`src/sv/i2cms_pkg.sv`:
```
// shared types and constants for the i2c master transfer sequencer
// no dependencies; imported by the top and i2cms_fsm (i2cms_buffer does not use it)
package i2cms_pkg;

    localparam int MAX_LEN = 32;
    // buffer address width and width of the byte counters
    localparam int BUF_AW = (MAX_LEN > 1) ? $clog2(MAX_LEN) : 1;
    localparam int CNT_W  = $clog2(MAX_LEN + 1);

    typedef enum logic [1:0] {
        OP_LOAD  = 2'd0,
        OP_WRITE = 2'd1,
        OP_READ  = 2'd2,
        OP_EVENT = 2'd3
    } op_t;

    typedef enum logic [6:0] {
        PH_IDLE     = 7'b0000001,
        PH_WR_START = 7'b0000010,
        PH_WR_ADDR  = 7'b0000100,
        PH_WR_DATA  = 7'b0001000,
        PH_RD_START = 7'b0010000,
        PH_RD_ADDR  = 7'b0100000,
        PH_RD_DATA  = 7'b1000000
    } phase_t;

    typedef struct packed {
        op_t        op;
        logic [4:0] index;
        logic [7:0] data_byte;
        logic [6:0] dev_addr;
        logic [5:0] length;
        logic       flag_sb;
        logic       flag_addr;
        logic       flag_txe;
        logic       flag_btf;
        logic       flag_rxne;
    } in_item_t;

    typedef struct packed {
        logic       send_valid;
        logic [7:0] send_value;
        logic       start_gen;
        logic       stop_gen;
        logic       ack_update;
        logic       ack_enable;
        logic       status2_read;
        logic       rx_valid;
        logic [4:0] rx_index;
        logic [7:0] rx_value;
        logic       periph_enable;
        logic       busy_res;
    } out_item_t;

    typedef struct packed {
        logic              we;
        logic [BUF_AW-1:0] addr;
        logic [7:0]        data;
    } buf_wr_t;

endpackage

```
`src/sv/i2c_master_transfer_sequencer_top.sv`:
```
// top level of the i2c master transfer sequencer: stream ports, input and result registers
// depends on i2cms_pkg, i2cms_fsm and i2cms_buffer
//
// usage:
//   the input stream carries commands and engine events. tuser holds the op
//   (load transmit byte, start write, start read, hardware event); tdata holds
//   the buffer index, data byte, target address, length and the five status flags.
//   every accepted input transfer yields exactly one result transfer on the
//   output stream, holding the actions for the byte engine (byte to send,
//   start, stop, ack setting, status-2 read), any received byte with its
//   index, and the enable and busy state after that item.
//   each result passes through the input register, then the sequencer logic into
//   the result register. throughput: one item per cycle while the receiver does
//   not stall; the buffer read for the next byte position is issued ahead from
//   the next-state byte count, so a write byte is ready when its event comes.
//   reset (aresetn low, synchronous) empties both registers and returns the
//   sequencer to idle with the engine disabled; buffer contents stay undefined
//   until loaded.
//   when the receiver stalls, the result register holds, the input register
//   holds its item and s_tready drops once both are full; nothing is lost.
module i2c_master_transfer_sequencer_top (
    input  logic        aclk,
    input  logic        aresetn,
    input  logic        s_tvalid,
    output logic        s_tready,
    // index[4:0], data_byte[12:5], dev_addr[19:13], length[25:20], flag_sb[26],
    // flag_addr[27], flag_txe[28], flag_btf[29], flag_rxne[30], zero[31]
    input  logic [31:0] s_tdata,
    // op[1:0]
    input  logic [1:0]  s_tuser,
    output logic        m_tvalid,
    input  logic        m_tready,
    // send_valid[0], send_value[8:1], start_gen[9], stop_gen[10], ack_update[11],
    // ack_enable[12], status2_read[13], rx_valid[14], rx_index[19:15],
    // rx_value[27:20], periph_enable[28], busy_res[29], zero[31:30]
    output logic [31:0] m_tdata
);
    import i2cms_pkg::*;

    in_item_t  in_reg;
    logic      in_valid_reg;
    out_item_t res;
    out_item_t out_reg;
    logic      out_valid_reg;

    logic                  advance;
    logic                  step;
    logic [BUF_AW-1:0]     rd_addr;
    logic [7:0]            rd_data;
    buf_wr_t               wr;

    // the result register frees up when empty or when its transfer completes
    assign advance  = !out_valid_reg || m_tready;
    assign step     = in_valid_reg && advance;
    assign s_tready = !in_valid_reg || advance;

    // input register
    always_ff @(posedge aclk) begin
        if (!aresetn) begin
            in_valid_reg <= 1'b0;
        end else if (s_tready) begin
            in_valid_reg <= s_tvalid;
        end
    end

    always_ff @(posedge aclk) begin
        if (s_tready && s_tvalid) begin
            in_reg.op        <= op_t'(s_tuser);
            in_reg.index     <= s_tdata[4:0];
            in_reg.data_byte <= s_tdata[12:5];
            in_reg.dev_addr  <= s_tdata[19:13];
            in_reg.length    <= s_tdata[25:20];
            in_reg.flag_sb   <= s_tdata[26];
            in_reg.flag_addr <= s_tdata[27];
            in_reg.flag_txe  <= s_tdata[28];
            in_reg.flag_btf  <= s_tdata[29];
            in_reg.flag_rxne <= s_tdata[30];
        end
    end

    // sequencer and buffer
    i2cms_fsm u_fsm (
        .aclk    (aclk),
        .aresetn (aresetn),
        .step    (step),
        .item    (in_reg),
        .rd_data (rd_data),
        .rd_addr (rd_addr),
        .wr      (wr),
        .res     (res)
    );

    i2cms_buffer #(
        .WIDTH (8),
        .DEPTH (MAX_LEN)
    ) u_buffer (
        .aclk    (aclk),
        .we      (wr.we),
        .wr_addr (wr.addr),
        .wr_data (wr.data),
        .rd_addr (rd_addr),
        .rd_data (rd_data)
    );

    // result register
    always_ff @(posedge aclk) begin
        if (!aresetn) begin
            out_valid_reg <= 1'b0;
        end else if (advance) begin
            out_valid_reg <= in_valid_reg;
        end
    end

    always_ff @(posedge aclk) begin
        if (step) begin
            out_reg <= res;
        end
    end

    assign m_tvalid = out_valid_reg;
    assign m_tdata  = {2'b00,
                       out_reg.busy_res,
                       out_reg.periph_enable,
                       out_reg.rx_value,
                       out_reg.rx_index,
                       out_reg.rx_valid,
                       out_reg.status2_read,
                       out_reg.ack_enable,
                       out_reg.ack_update,
                       out_reg.stop_gen,
                       out_reg.start_gen,
                       out_reg.send_value,
                       out_reg.send_valid};

endmodule

```
`src/sv/i2cms_buffer.sv`:
```
// generic ram with one write port and one registered read port, write-first on an address match
// no dependencies; width and depth are set by the instantiating module
module i2cms_buffer #(
    parameter int WIDTH = 8,
    parameter int DEPTH = 32
) (
    input  logic                     aclk,
    input  logic                     we,
    input  logic [$clog2(DEPTH)-1:0] wr_addr,
    input  logic [WIDTH-1:0]         wr_data,
    input  logic [$clog2(DEPTH)-1:0] rd_addr,
    output logic [WIDTH-1:0]         rd_data
);

    logic [WIDTH-1:0] mem_reg [DEPTH];
    logic [WIDTH-1:0] rd_data_reg;

    always_ff @(posedge aclk) begin
        if (we) begin
            mem_reg[wr_addr] <= wr_data;
        end
        // a read of the address being written returns the new value
        if (we && (wr_addr == rd_addr)) begin
            rd_data_reg <= wr_data;
        end else begin
            rd_data_reg <= mem_reg[rd_addr];
        end
    end

    assign rd_data = rd_data_reg;

endmodule

```
`src/sv/i2cms_fsm.sv`:
```
// transfer sequencer state machine: phase, address, length, byte count
// depends on i2cms_pkg; reads and writes the buffer through i2cms_buffer
module i2cms_fsm (
    input  logic                             aclk,
    input  logic                             aresetn,
    input  logic                             step,
    input  i2cms_pkg::in_item_t              item,
    input  logic [7:0]                       rd_data,
    output logic [i2cms_pkg::BUF_AW-1:0]     rd_addr,
    output i2cms_pkg::buf_wr_t               wr,
    output i2cms_pkg::out_item_t             res
);
    import i2cms_pkg::*;

    phase_t           phase_reg, phase_next;
    logic [6:0]       addr_reg, addr_next;
    logic [CNT_W-1:0] len_reg, len_next;
    logic [CNT_W-1:0] done_reg, done_next;
    logic             engine_reg, engine_next;

    logic [CNT_W-1:0] len_sat;
    logic [CNT_W-1:0] done_inc;
    logic             done_in_buf;
    logic [7:0]       tx_byte;

    // registered read: fetch the byte position the next item will see
    assign rd_addr     = (aresetn && step) ? done_next[BUF_AW-1:0] : done_reg[BUF_AW-1:0];
    assign done_in_buf = 32'(done_reg) < 32'(MAX_LEN);
    assign tx_byte     = done_in_buf ? rd_data : 8'd0;
    assign done_inc    = done_reg + CNT_W'(1);

    always_comb begin
        if (item.length == 6'd0) begin
            len_sat = CNT_W'(1);
        end else if (32'(item.length) > 32'(MAX_LEN)) begin
            len_sat = CNT_W'(MAX_LEN);
        end else begin
            len_sat = CNT_W'(item.length);
        end
    end

    always_comb begin
        phase_next  = phase_reg;
        addr_next   = addr_reg;
        len_next    = len_reg;
        done_next   = done_reg;
        engine_next = engine_reg;
        wr          = '0;
        res         = '0;

        case (item.op)
            OP_LOAD: begin
                if (32'(item.index) < 32'(MAX_LEN)) begin
                    wr.we   = 1'b1;
                    wr.addr = BUF_AW'(item.index);
                    wr.data = item.data_byte;
                end
            end
            OP_WRITE, OP_READ: begin
                addr_next     = item.dev_addr;
                len_next      = len_sat;
                done_next     = '0;
                engine_next   = 1'b1;
                phase_next    = (item.op == OP_WRITE) ? PH_WR_START : PH_RD_START;
                res.start_gen = 1'b1;
            end
            default: begin
                case (phase_reg)
                    PH_WR_START: begin
                        if (item.flag_sb) begin
                            res.send_valid = 1'b1;
                            res.send_value = {addr_reg, 1'b0};
                            phase_next     = PH_WR_ADDR;
                        end
                    end
                    PH_WR_ADDR: begin
                        if (item.flag_addr) begin
                            res.status2_read = 1'b1;
                            res.send_valid   = 1'b1;
                            res.send_value   = tx_byte;
                            done_next        = done_inc;
                            phase_next       = PH_WR_DATA;
                        end
                    end
                    PH_WR_DATA: begin
                        if (item.flag_txe || item.flag_btf) begin
                            if (done_reg < len_reg) begin
                                res.send_valid = 1'b1;
                                res.send_value = tx_byte;
                                done_next      = done_inc;
                            end else if (item.flag_btf) begin
                                res.stop_gen = 1'b1;
                                engine_next  = 1'b0;
                                phase_next   = PH_IDLE;
                            end
                        end
                    end
                    PH_RD_START: begin
                        if (item.flag_sb) begin
                            res.send_valid = 1'b1;
                            res.send_value = {addr_reg, 1'b1};
                            phase_next     = PH_RD_ADDR;
                        end
                    end
                    PH_RD_ADDR: begin
                        if (item.flag_addr) begin
                            res.ack_update   = 1'b1;
                            res.ack_enable   = (len_reg != CNT_W'(1));
                            res.status2_read = 1'b1;
                            res.stop_gen     = (len_reg == CNT_W'(1));
                            phase_next       = PH_RD_DATA;
                        end
                    end
                    PH_RD_DATA: begin
                        if (item.flag_rxne) begin
                            // received byte lands in the buffer at its message position
                            wr.we        = done_in_buf;
                            wr.addr      = done_reg[BUF_AW-1:0];
                            wr.data      = item.data_byte;
                            res.rx_valid = 1'b1;
                            res.rx_index = 5'(done_reg);
                            res.rx_value = item.data_byte;
                            done_next    = done_inc;
                            if (done_inc >= len_reg) begin
                                res.stop_gen = (len_reg > CNT_W'(1));
                                engine_next  = 1'b0;
                                phase_next   = PH_IDLE;
                            end else if (done_inc + CNT_W'(1) == len_reg) begin
                                // one byte left: nack it and queue the stop
                                res.ack_update = 1'b1;
                                res.ack_enable = 1'b0;
                                res.stop_gen   = 1'b1;
                            end
                        end
                    end
                    default: begin
                    end
                endcase
            end
        endcase

        if (!step) begin
            wr.we = 1'b0;
        end
        res.periph_enable = engine_next;
        res.busy_res      = (phase_next != PH_IDLE);
    end

    always_ff @(posedge aclk) begin
        if (!aresetn) begin
            phase_reg  <= PH_IDLE;
            addr_reg   <= '0;
            len_reg    <= '0;
            done_reg   <= '0;
            engine_reg <= 1'b0;
        end else if (step) begin
            phase_reg  <= phase_next;
            addr_reg   <= addr_next;
            len_reg    <= len_next;
            done_reg   <= done_next;
            engine_reg <= engine_next;
        end
    end

endmodule

```
`config.mk`:
```
export PLATFORM = sky130hd
export DESIGN_NAME = i2c_master_transfer_sequencer_top
export DESIGN_NICKNAME = d
export VERILOG_FILES = /design/src/sv/i2cms_pkg.sv /design/src/sv/i2c_master_transfer_sequencer_top.sv /design/src/sv/i2cms_buffer.sv /design/src/sv/i2cms_fsm.sv
export SDC_FILE = /design/constraint.sdc
export NUM_CORES = 1
export LEC_CHECK = 0
export ABC_AREA = 1
export BUFFER_PORTS_ARGS = -buffer_cell sky130_fd_sc_hd__buf_4
export CAP_MARGIN = 20
export CORE_MARGIN = 1.5
export CORE_UTILIZATION = 60
export DETAILED_ROUTE_END_ITERATION = 10
export HOLD_SLACK_MARGIN = 0.1
export PLACE_DENSITY_LB_ADDON = 0.2
export SLEW_MARGIN = 10
export SYNTH_ARGS = -nofsm -noshare
export SYNTH_HDL_FRONTEND = slang
export SYNTH_SLANG_ARGS = --single-unit
```
`constraint.sdc`:
```
create_clock -name aclk -period 7.1 [get_ports aclk]
set_clock_uncertainty 0.05 [all_clocks]
set_input_delay 1.065 -clock aclk [delete_from_list [all_inputs] [get_ports aclk]]
set_output_delay 1.065 -clock aclk [all_outputs]
set_load 0.05 [all_outputs]
```
* Word-level counts from Yosys, hierarchy flattened
Memory sizes are Yosys's and may differ from the RTL's. A register that Yosys moved wholly into a read port is not among the register bits.
Index checks and enable logic that the tools add are counted.
** Word-level totals
- Flip-flop bits (word level) :: 92
- Memory bits (writable) :: 256
- Input bits :: 38
- Output and inout port bits :: 34
- Word-level logic and storage cells :: 129
- Memories kept :: 1
** Cells by class
- $add $sub $neg :: 2
- $lt $le $gt $ge :: 5
- Equality and inequality tests :: 16
- Multiplexer cells :: 55
- Bitwise gates (word level) :: 3
- Reduce and logical (&&, ||, !) cells :: 17
** Memory list
- u_buffer.mem_reg :: depth 32, width 8, read ports 1, clocked after memory_dff 1, wr ports 1, RTL line i2cms_buffer.sv:15 : logic [WIDTH-1:0] mem_reg [DEPTH];
** Operator list (number)
- 7-bit two-way mux :: 9
- 9-bit two-way mux :: 5
- 14-bit two-way mux :: 3
- 7-bit case mux with 6 select lines :: 1
- 6-bit two-way mux :: 6
- 9-bit case mux with 4 select lines :: 1
- 14-bit case mux with 2 select lines :: 1
- 6-bit case mux with 3 select lines :: 1
- 1-bit two-way mux :: 14
- 7-bit case mux with 2 select lines :: 1
- 6-bit by 1-bit adder with 6-bit output (second input constant) :: 2
- 6-bit case mux with 2 select lines :: 1
- 5-bit two-way mux :: 2
- 3-bit by 2-bit != test with 1-bit output (second input constant) :: 3
- 8-bit two-way mux :: 1
- 7-bit by 2-bit == test with 1-bit output (second input constant) :: 1
- 7-bit by 3-bit == test with 1-bit output (second input constant) :: 1
- 7-bit by 4-bit == test with 1-bit output (second input constant) :: 1
- 7-bit by 5-bit == test with 1-bit output (second input constant) :: 1
- 7-bit by 6-bit == test with 1-bit output (second input constant) :: 1
- 7-bit == test (second input constant) :: 1
- 7-bit by 1-bit != test with 1-bit output (second input constant) :: 1
- 7-bit AND reduction :: 1
- 6-bit by 1-bit == test with 1-bit output (second input constant) :: 1
- 28 further kinds :: 38

* Logic depth before layout (Yosys ltp)
Gate-level depths: netlist of the first run.
- Depth after elaboration :: 7
- Depth in mapped cells :: 18
- Mapped depth without buffers :: 17

* Modules after synthesis
A second synthesis of the first run with hierarchy kept.
** Second synthesis, totals
- Cell total of the unflattened synthesis :: 1489
- Area, all modules :: 15563.7 um^2
** By module, submodules not included
- i2cms_buffer :: instances 1, cells an instance 919, area an instance 10726.5 um^2
- i2cms_fsm :: instances 1, cells an instance 491, area an instance 2831.5 um^2
- i2c_master_transfer_sequencer_top :: instances 1, cells an instance 79, area an instance 2005.7 um^2

* Least setup slack after synthesis of the first run
OpenSTA, ideal clock, no wires.
- Kind :: input to register
- Start :: in m_tready
- End :: reg out_reg (netlist bit m_tdata[0]) (enable)
- Data arrival time :: 2.494 ns
- Slack :: 4.150 ns
- Cell stages on the path :: 5
- Buffers on the path :: 1
- Cell sequence :: inv_1 > nand2_1 > nand2_2 > clkinv_1 > clkbuf_1
** On the way
- Cells in the longest elaborated chain, start to end :: 2
** RTL lines
- start, declared :: RTL line i2c_master_transfer_sequencer_top.sv:32 : input logic m_tready,
- 1-bit logical OR :: RTL line i2c_master_transfer_sequencer_top.sv:53 : assign advance = !out_valid_reg || m_tready;
- 1-bit logical AND :: RTL line i2c_master_transfer_sequencer_top.sv:54 : assign step = in_valid_reg && advance;
- via step :: RTL line i2c_master_transfer_sequencer_top.sv:47 : logic step;
- end signal, assigned :: RTL line i2c_master_transfer_sequencer_top.sv:116 : out_reg <= res;
- end, declared :: RTL line i2c_master_transfer_sequencer_top.sv:43 : out_item_t out_reg;
The timed path passes the listed nets, and every way through them passes these cells.
A chain may end at the register's enable or synchronous reset.

* Worst setup path in the final report of the first run
- Start :: reg in_reg[31] in the netlist's numbering
- End :: mem u_buffer.mem_reg[25][6] (enable)
** On the way
- Cells in the longest elaborated chain, start to end :: 6
- Elaborated cells on any way between the ends :: 8
** RTL lines
- start, declared :: RTL line i2c_master_transfer_sequencer_top.sv:40 : in_item_t in_reg;
- 2-bit == test / 2-bit by 1-bit == test with 1-bit output (equally long branches) :: RTL line i2cms_fsm.sv:51 : case (item.op)
- 2-bit OR reduction
- 14-bit case mux with 2 select lines (*) :: RTL line i2cms_fsm.sv:51
- 1-bit two-way mux :: RTL line i2cms_fsm.sv:142 : if (!step) begin
- 1-bit two-way mux :: RTL line i2cms_buffer.sv:19 : if (we) begin
- 1-bit two-way mux (implied by the code) :: RTL line i2cms_buffer.sv:20 : mem_reg[wr_addr] <= wr_data;
- end, declared :: RTL line i2cms_buffer.sv:15
Mark *: on every way between the ends. The rest lies on a longest branch, timed or not.

==> summary.md, run 1 <==
| Metric | Value |
|---|---|
| Run status | `complete, no violations` |
| Crit path largest cell delay | `820 ps` |
| Hold Fails Final Rpt | `0` |
| Number of global-route vias before repair | `10200` |
| Top post-synthesis cells by area | `edfxtp_1 62%, nor2_1 6.0%, nand2_1 5.3%, dfxtp_1 4.4%, o21ai_0 4.2%` |
| Largest register FFs | `256` |
| Fmax | `277 MHz` |
| Worst r2r dst | `u_buffer.mem_reg[25][6]` |
| Post-synthesis sequential area ratio | `66.5%` |
| Post-cts resize count | `0` |
| Minimum clock period | `3610 ps` |
| Nets@finish | `1528` |
| Wire per inst | `19.1 um` |
| First-pass GRT wire length | `54800 um` |
| Die Span Y | `163 um` |
| Count leader, synth | `edfxtp_1` |
| Post-synth ARST share | `0%` |
| Worst-case vdd ir drop | `190 uV` |
| IO Port Bufs | `68` |
| Worst hold stages | `2` |
| Xor/xnor share of the synthesized area | `0.438%` |
| Clock-pin slew on the worst setup and hold paths | `60 ps` |
| Gr usage total | `26.9%` |
| First DRT Iteration DRCs | `1195` |
| CP Capture Type | `flop` |
| Global route hottest layer | `met2` |
| Antenna violation net count after detailed routing | `0` |
| Worst-Skew Late Latency | `530 ps` |
| Antenna violations before repair | `0` |
| GP Congestion | `0.930` |
| RSZ-0062 raised after global routing | `no` |
| CTS Hold Bufs | `0` |
| Largest buffer count on any clock path | `3` |
| ANT cells | `0` |
| PD cells | `248 mW/mm2` |
| Met1 usage | `35.2%` |
| Worst Path Max Fanout | `23` |
| Hold endpoint | `u_fsm.addr_reg[1]` |
| Post-synth EDFFs | `319` |
| Hold Crit Class | `flop to flop` |
| Fillers | `1859` |
| Synth Warn # | `0` |
| Post-detail-place hpwl | `22000 um` |
| Slew @ Worst Pin | `1100 ps` |
| Compound-Gate Fraction of Synth Area | `9.81%` |
| R2r worst-path depth | `5` |
| Post-synthesis mux area share | `0%` |
| Leak pwr | `6.45 nW` |
| CTS tree | `done` |
| Worst EP arrival | `3700 ps` |
| Most used cell, CP | `nor2_1` |
| Area share of the largest cell type after synthesis | `62.1%` |
| Non-filler cells, final | `1826` |
| Die area | `0.0267 mm2` |
| Post-synthesis adder-cell area fraction | `1.70%` |
| Largest area contributor in the netlist | `edfxtp_1` |
| Post-route setup TNS | `0 ps` |
| Crit path kind | `flop to flop` |
| Num rows | `58` |
| Vias per cell | `5.80` |
| DR DRC count | `0` |
| Critical Path, Cell by Cell | `ha_1 -> nor2_1 -> nor3_4 -> nand3_2 -> nor2_1` |
| Synth top cells by count | `319 x edfxtp_1, 245 x nor2_1, 218 x nand2_1` |
| Mapped Avg Cell Area | `10.9 um2` |
| Main combinational cell family by area after synthesis | `simple AND/OR/NAND/NOR gates` |
| Final setup fails | `0` |
| Final WL | `34900 um` |
| Slowest cell on crit path | `nor2_1` |
| Max-slew violations | `0` |
| Setup bufs post-CTS | `0` |
| Launching point of the worst reg2reg path | `in_reg[31]` |
| Syn Inst Count | `1415` |
| Largest net degree at the start of global routing | `109` |
| Worst hold start | `u_fsm.addr_reg[1]` |
| Dpl cells | `1761` |
| Initial Utilization | `61.3%` |
| TritonCTS Buffers | `36` |
| Syn-to-layout area delta | `11.9%` |
| #FFs+latches synth | `353` |
| Synth Flop Type | `edfxtp_1` |
| Unique masters post-synth | `43` |
| Required @ worst endpoint | `7200 ps` |
| Depth of the CTS H-tree | `2` |
| Share of cells above drive strength 1 | `12.9%` |
| Via count | `10600` |
| Post-Synth Simple-Gate Area | `17.0%` |
| Max Cap Viol | `0` |
| CP Launch Type | `flop` |
| Detailed Routing Iterations Pass 1 | `6` |
| Syn Std Cell Area | `0.0154 mm2` |
| Grt ovf | `0` |
| Final worst-path cycle share | `50.8%` |
| Clk sinks | `353` |
| I/O pins | `72` |
| M3 GR Usage | `4.11%` |
| CTS root buf | `clkbuf_16` |
| Worst slew margin | `26.8%` |
| Met2 usage | `45.2%` |
| R2R setup slack | `3490 ps` |
| Core Box Area | `0.0252 mm2` |
| Die Span X | `163 um` |
[cell usage in the layout (no fill, tap or decap), types with 2 or more instances in the layout]
cell type    n
nand3_2     10
nand3_1     99
nand2_2      4
o211ai_1    59
nor3_1       5
clkbuf_8     3
buf_4       83
nor2_2       4
conb_1       2
inv_2       16
o22ai_1      5
nor2_4       3
clkinv_1    11
xor2_2       2
nand4_1      7
nor3_2       8
o21ai_1      3
or2_2        2
a22oi_1      3
dfxtp_1     32
clkbuf_16   37
clkbuf_1     8
xor2_1       3
o21ai_0    130
a21oi_1     51
edfxtp_1   319
nor2_1     245
ha_1        21
inv_1       76
nand2_1    218
clkinv_2     5
o22ai_2      4
dfxtp_4      2
nor3_4       2
inv_6        2
[worst max-delay path, delay by kind of cell, from the launching register on]
family	cells	cell delay, ps
simple gates	4	1990
fa+ha+maj	1	780
flops	1	410
[cell type report]
type	count	area, um2	share of cell area [%]
Clock buffer	48	997	5.77
Clock inverter	17	106	0.616
Inverter	95	359	2.08
Multi-Input combinational cell	900	4510	26.1
Sequential cell	353	10300	59.4
Tap cell	330	413	2.39
Timing Repair Buffer	83	623	3.61
[metal layers]
layer	share of wire, %	up-vias
met5	0	-
met2	49	386
met4	3.6	0
met1	41	5057
met3	6.9	84
li1	-	5063
[worst max-delay path by stage]
stage | slack (ps) | start | end
6_report | 3490 | in_reg[31] | u_buffer.mem_reg[25][6]
5_1_grt | 3280 | in_reg[31] | u_buffer.mem_reg[25][0]
4_1_cts | 3520 | in_reg[31] | u_buffer.mem_reg[25][1]
3_5_place_dp | 3280 | m_tready | u_fsm.len_reg[4]
3_3_place_gp | 3370 | m_tready | u_fsm.len_reg[4]
2_1_floorplan | 4150 | m_tready | m_tdata[0]
[kinds of logic after synthesis]
family,count (synthesis)
AND/OR/NAND/NOR,611
flip-flops,353
AO/OA/AOI/OAI,260
buffers and inverters,163
adder cells (fa/ha/maj),21
XOR/XNOR,6
other,1
[per-stage QoR]
step / setup WS, ps / area [um2] / hold slack, ps / util [%] / total power, W
finish: 3490 / 17300 / 422 / 68.6 / 0.00428
global route: 3280 / 17300 / 458 / 68.6 / 0.00440
global placement: 3370 / 16200 / 401 / 64.2 / 0.00254
detailed placement: 3280 / 16200 / 411 / 64.2 / 0.00255
floorplan: 4150 / 15400 / 390 / - / 0.00247
CTS: 3520 / 17300 / 421 / 68.6 / 0.00430
[report_power, final]
group	switching, W	internal (W)	total [W]
Combinational	0.000142	0.0000528	0.000195
Clock	0.000756	0.00102	0.00178
Sequential	0.0000153	0.00229	0.00231
(Power assumes the default switching activity.)
==> run 2, diff against run 1 <==
==> constraint.sdc (replaced) <==
create_clock -name aclk -period 3.4 [get_ports aclk]
set_clock_uncertainty 0.05 [all_clocks]
set_input_delay 0.51 -clock aclk [delete_from_list [all_inputs] [get_ports aclk]]
set_output_delay 0.51 -clock aclk [all_outputs]
set_load 0.05 [all_outputs]
==> run 2 against run 1 <==
  * Total power grew 100%
  * Core utilization grew 1.2 points
  * Clock power grew 99%
  * Critical endpoint is now u_buffer.mem_reg[0][6]
==> summary.md, run 2 (synthesis results as in run 1) <==
| Metric | Value |
|---|---|
| Clock-pin slew on the worst setup and hold paths | `60 ps` |
| Number of global-route vias before repair | `10300` |
| Largest register FFs | `256` |
| Post-cts resize count | `0` |
| Most frequent cells in the layout | `319 x edfxtp_1, 245 x nor2_1, 218 x nand2_1, 130 x o21ai_0, 126 x buf_4` |
| Crit path kind | `flop to flop` |
| Nets@finish | `1573` |
| CTS tree | `done` |
| Final worst-path cycle share | `89.7%` |
| Run status | `complete, no violations` |
| Logic pwr share | `4.8%` |
| Max-slew violations | `0` |
| Detailed Routing Iterations Pass 1 | `5` |
| CTS Hold Bufs | `0` |
| Worst slew margin | `43.9%` |
| Worst path bufs/invs | `1` |
| Critical Path, Cell by Cell | `ha_1 -> nor2_4 -> inv_2 -> o22ai_2 -> nor2_1 -> nand2_1 -> nor2_1` |
| RSZ-0062 raised after global routing | `no` |
| Slew @ Worst Pin | `839 ps` |
| Post-route setup TNS | `0 ps` |
| CTS root buf | `clkbuf_16` |
| P_sw | `0.00188 W` |
| Clk sinks | `353` |
| Minimum clock period | `3050 ps` |
| Hold Fails Final Rpt | `0` |
| Final setup fails | `0` |
| PD cells | `499 mW/mm2` |
| TritonCTS Buffers | `36` |
| DP Worst Slack | `504 ps` |
| Worst-Skew Late Latency | `510 ps` |
| Internal power | `0.00689 W` |
| Post-detail-place hpwl | `22800 um` |
| Die Span Y | `163 um` |
| GP Congestion | `1.00` |
| Via count | `10800` |
| Wire per inst | `18.9 um` |
| Depth of the CTS H-tree | `2` |
| DR DRC count | `0` |
| Antenna violations before repair | `0` |
| Crit path largest cell delay | `690 ps` |
| Non-filler cells, final | `1867` |
| Vias per cell | `5.77` |
| Power share of the clock group | `40.3%` |
| Worst EP arrival | `3130 ps` |
| Dpl cells | `1806` |
| Antenna violation net count after detailed routing | `0` |
| Share of cells above drive strength 1 | `15.3%` |
| Final worst slack | `351 ps` |
| Required @ worst endpoint | `3480 ps` |
| ANT cells | `0` |
| Flop pwr share | `54.9%` |
| Syn-to-layout area delta | `13.9%` |
| CP Launch Type | `flop` |
| CP Capture Type | `flop` |
| Die Span X | `163 um` |
| Max Cap Viol | `0` |
| Setup bufs post-CTS | `0` |
| Largest net degree at the start of global routing | `139` |
| Num rows | `58` |
| Initial Utilization | `61.3%` |
| Grt ovf | `0` |
| Commonest non-fill, non-tap cell in the layout | `edfxtp_1` |
| Largest buffer count on any clock path | `3` |
| Switching share of power | `21.4%` |
| IO Port Bufs | `68` |
| Hold Crit Class | `input pin to flop` |
| Slowest cell on crit path | `nor2_1` |
| First-pass GRT wire length | `55000 um` |
| Leak pwr | `6.66 nW` |
| Worst Path Max Fanout | `14` |
| Fmax | `328 MHz` |
| I/O pins | `72` |
| Worst-case vdd ir drop | `397 uV` |
| First DRT Iteration DRCs | `1223` |
| Core Box Area | `0.0252 mm2` |
| Most used cell, CP | `nor2_1` |
| R2R setup slack | `350 ps` |
| Die area | `0.0267 mm2` |
| Gr usage total | `27.1%` |
| Final WL | `35200 um` |
| Cell family with the largest share of critical-path delay | `simple AND/OR/NAND/NOR gates` |
run 2: routing by layer:
layer	vias up	track usage (%)	part of all wire, %
li1	5149	-	-
met1	5154	36.5	41
met2	402	45.5	50
met3	64	3.71	6.6
met4	0	9.13	2.7
met5	-	0	0
run 2: final cells by class:
cell class                 count  area, um2
inverter                      95        359
timing repair buffer         128        986
multi-input combinational    900       4510
fill                        1817       7610
tap                          330        413
clock inverter                16       81.3
sequential                   353      10300
clock buffer                  45        956
run 2: power by group through the flow:
stage	Combinational [W]	Sequential [W]	Clock, W
after floorplan	0.000201	0.00496	0
after global placement	0.000405	0.00491	0
after detailed placement	0.000414	0.00491	0
after CTS	0.000418	0.00482	0.00357
after global routing	0.000454	0.00482	0.00374
final	0.000418	0.00482	0.00354
run 2: worst paths after layout:
kind | startpoint | to | depth (start not counted)
worst min-delay path | s_tdata[11] | in_reg[24] | 1
worst max register to register | in_reg[32] | u_buffer.mem_reg[0][6] | 7
worst min register to register | u_fsm.addr_reg[0] | u_fsm.addr_reg[0] | 2
worst max-delay path | in_reg[32] | u_buffer.mem_reg[0][6] | 7
run 2: stage by stage:
stage | area, um2 | total power (W) | utilization [%] | hold slack, ps
floorplan | 15400 | 0.00516 | - | 390
global placement | 16500 | 0.00532 | 65.7 | 402
detailed placement | 16500 | 0.00533 | 65.7 | 406
CTS | 17600 | 0.00881 | 69.8 | 107
global route | 17600 | 0.00902 | 69.8 | 107
finish | 17600 | 0.00878 | 69.8 | 120
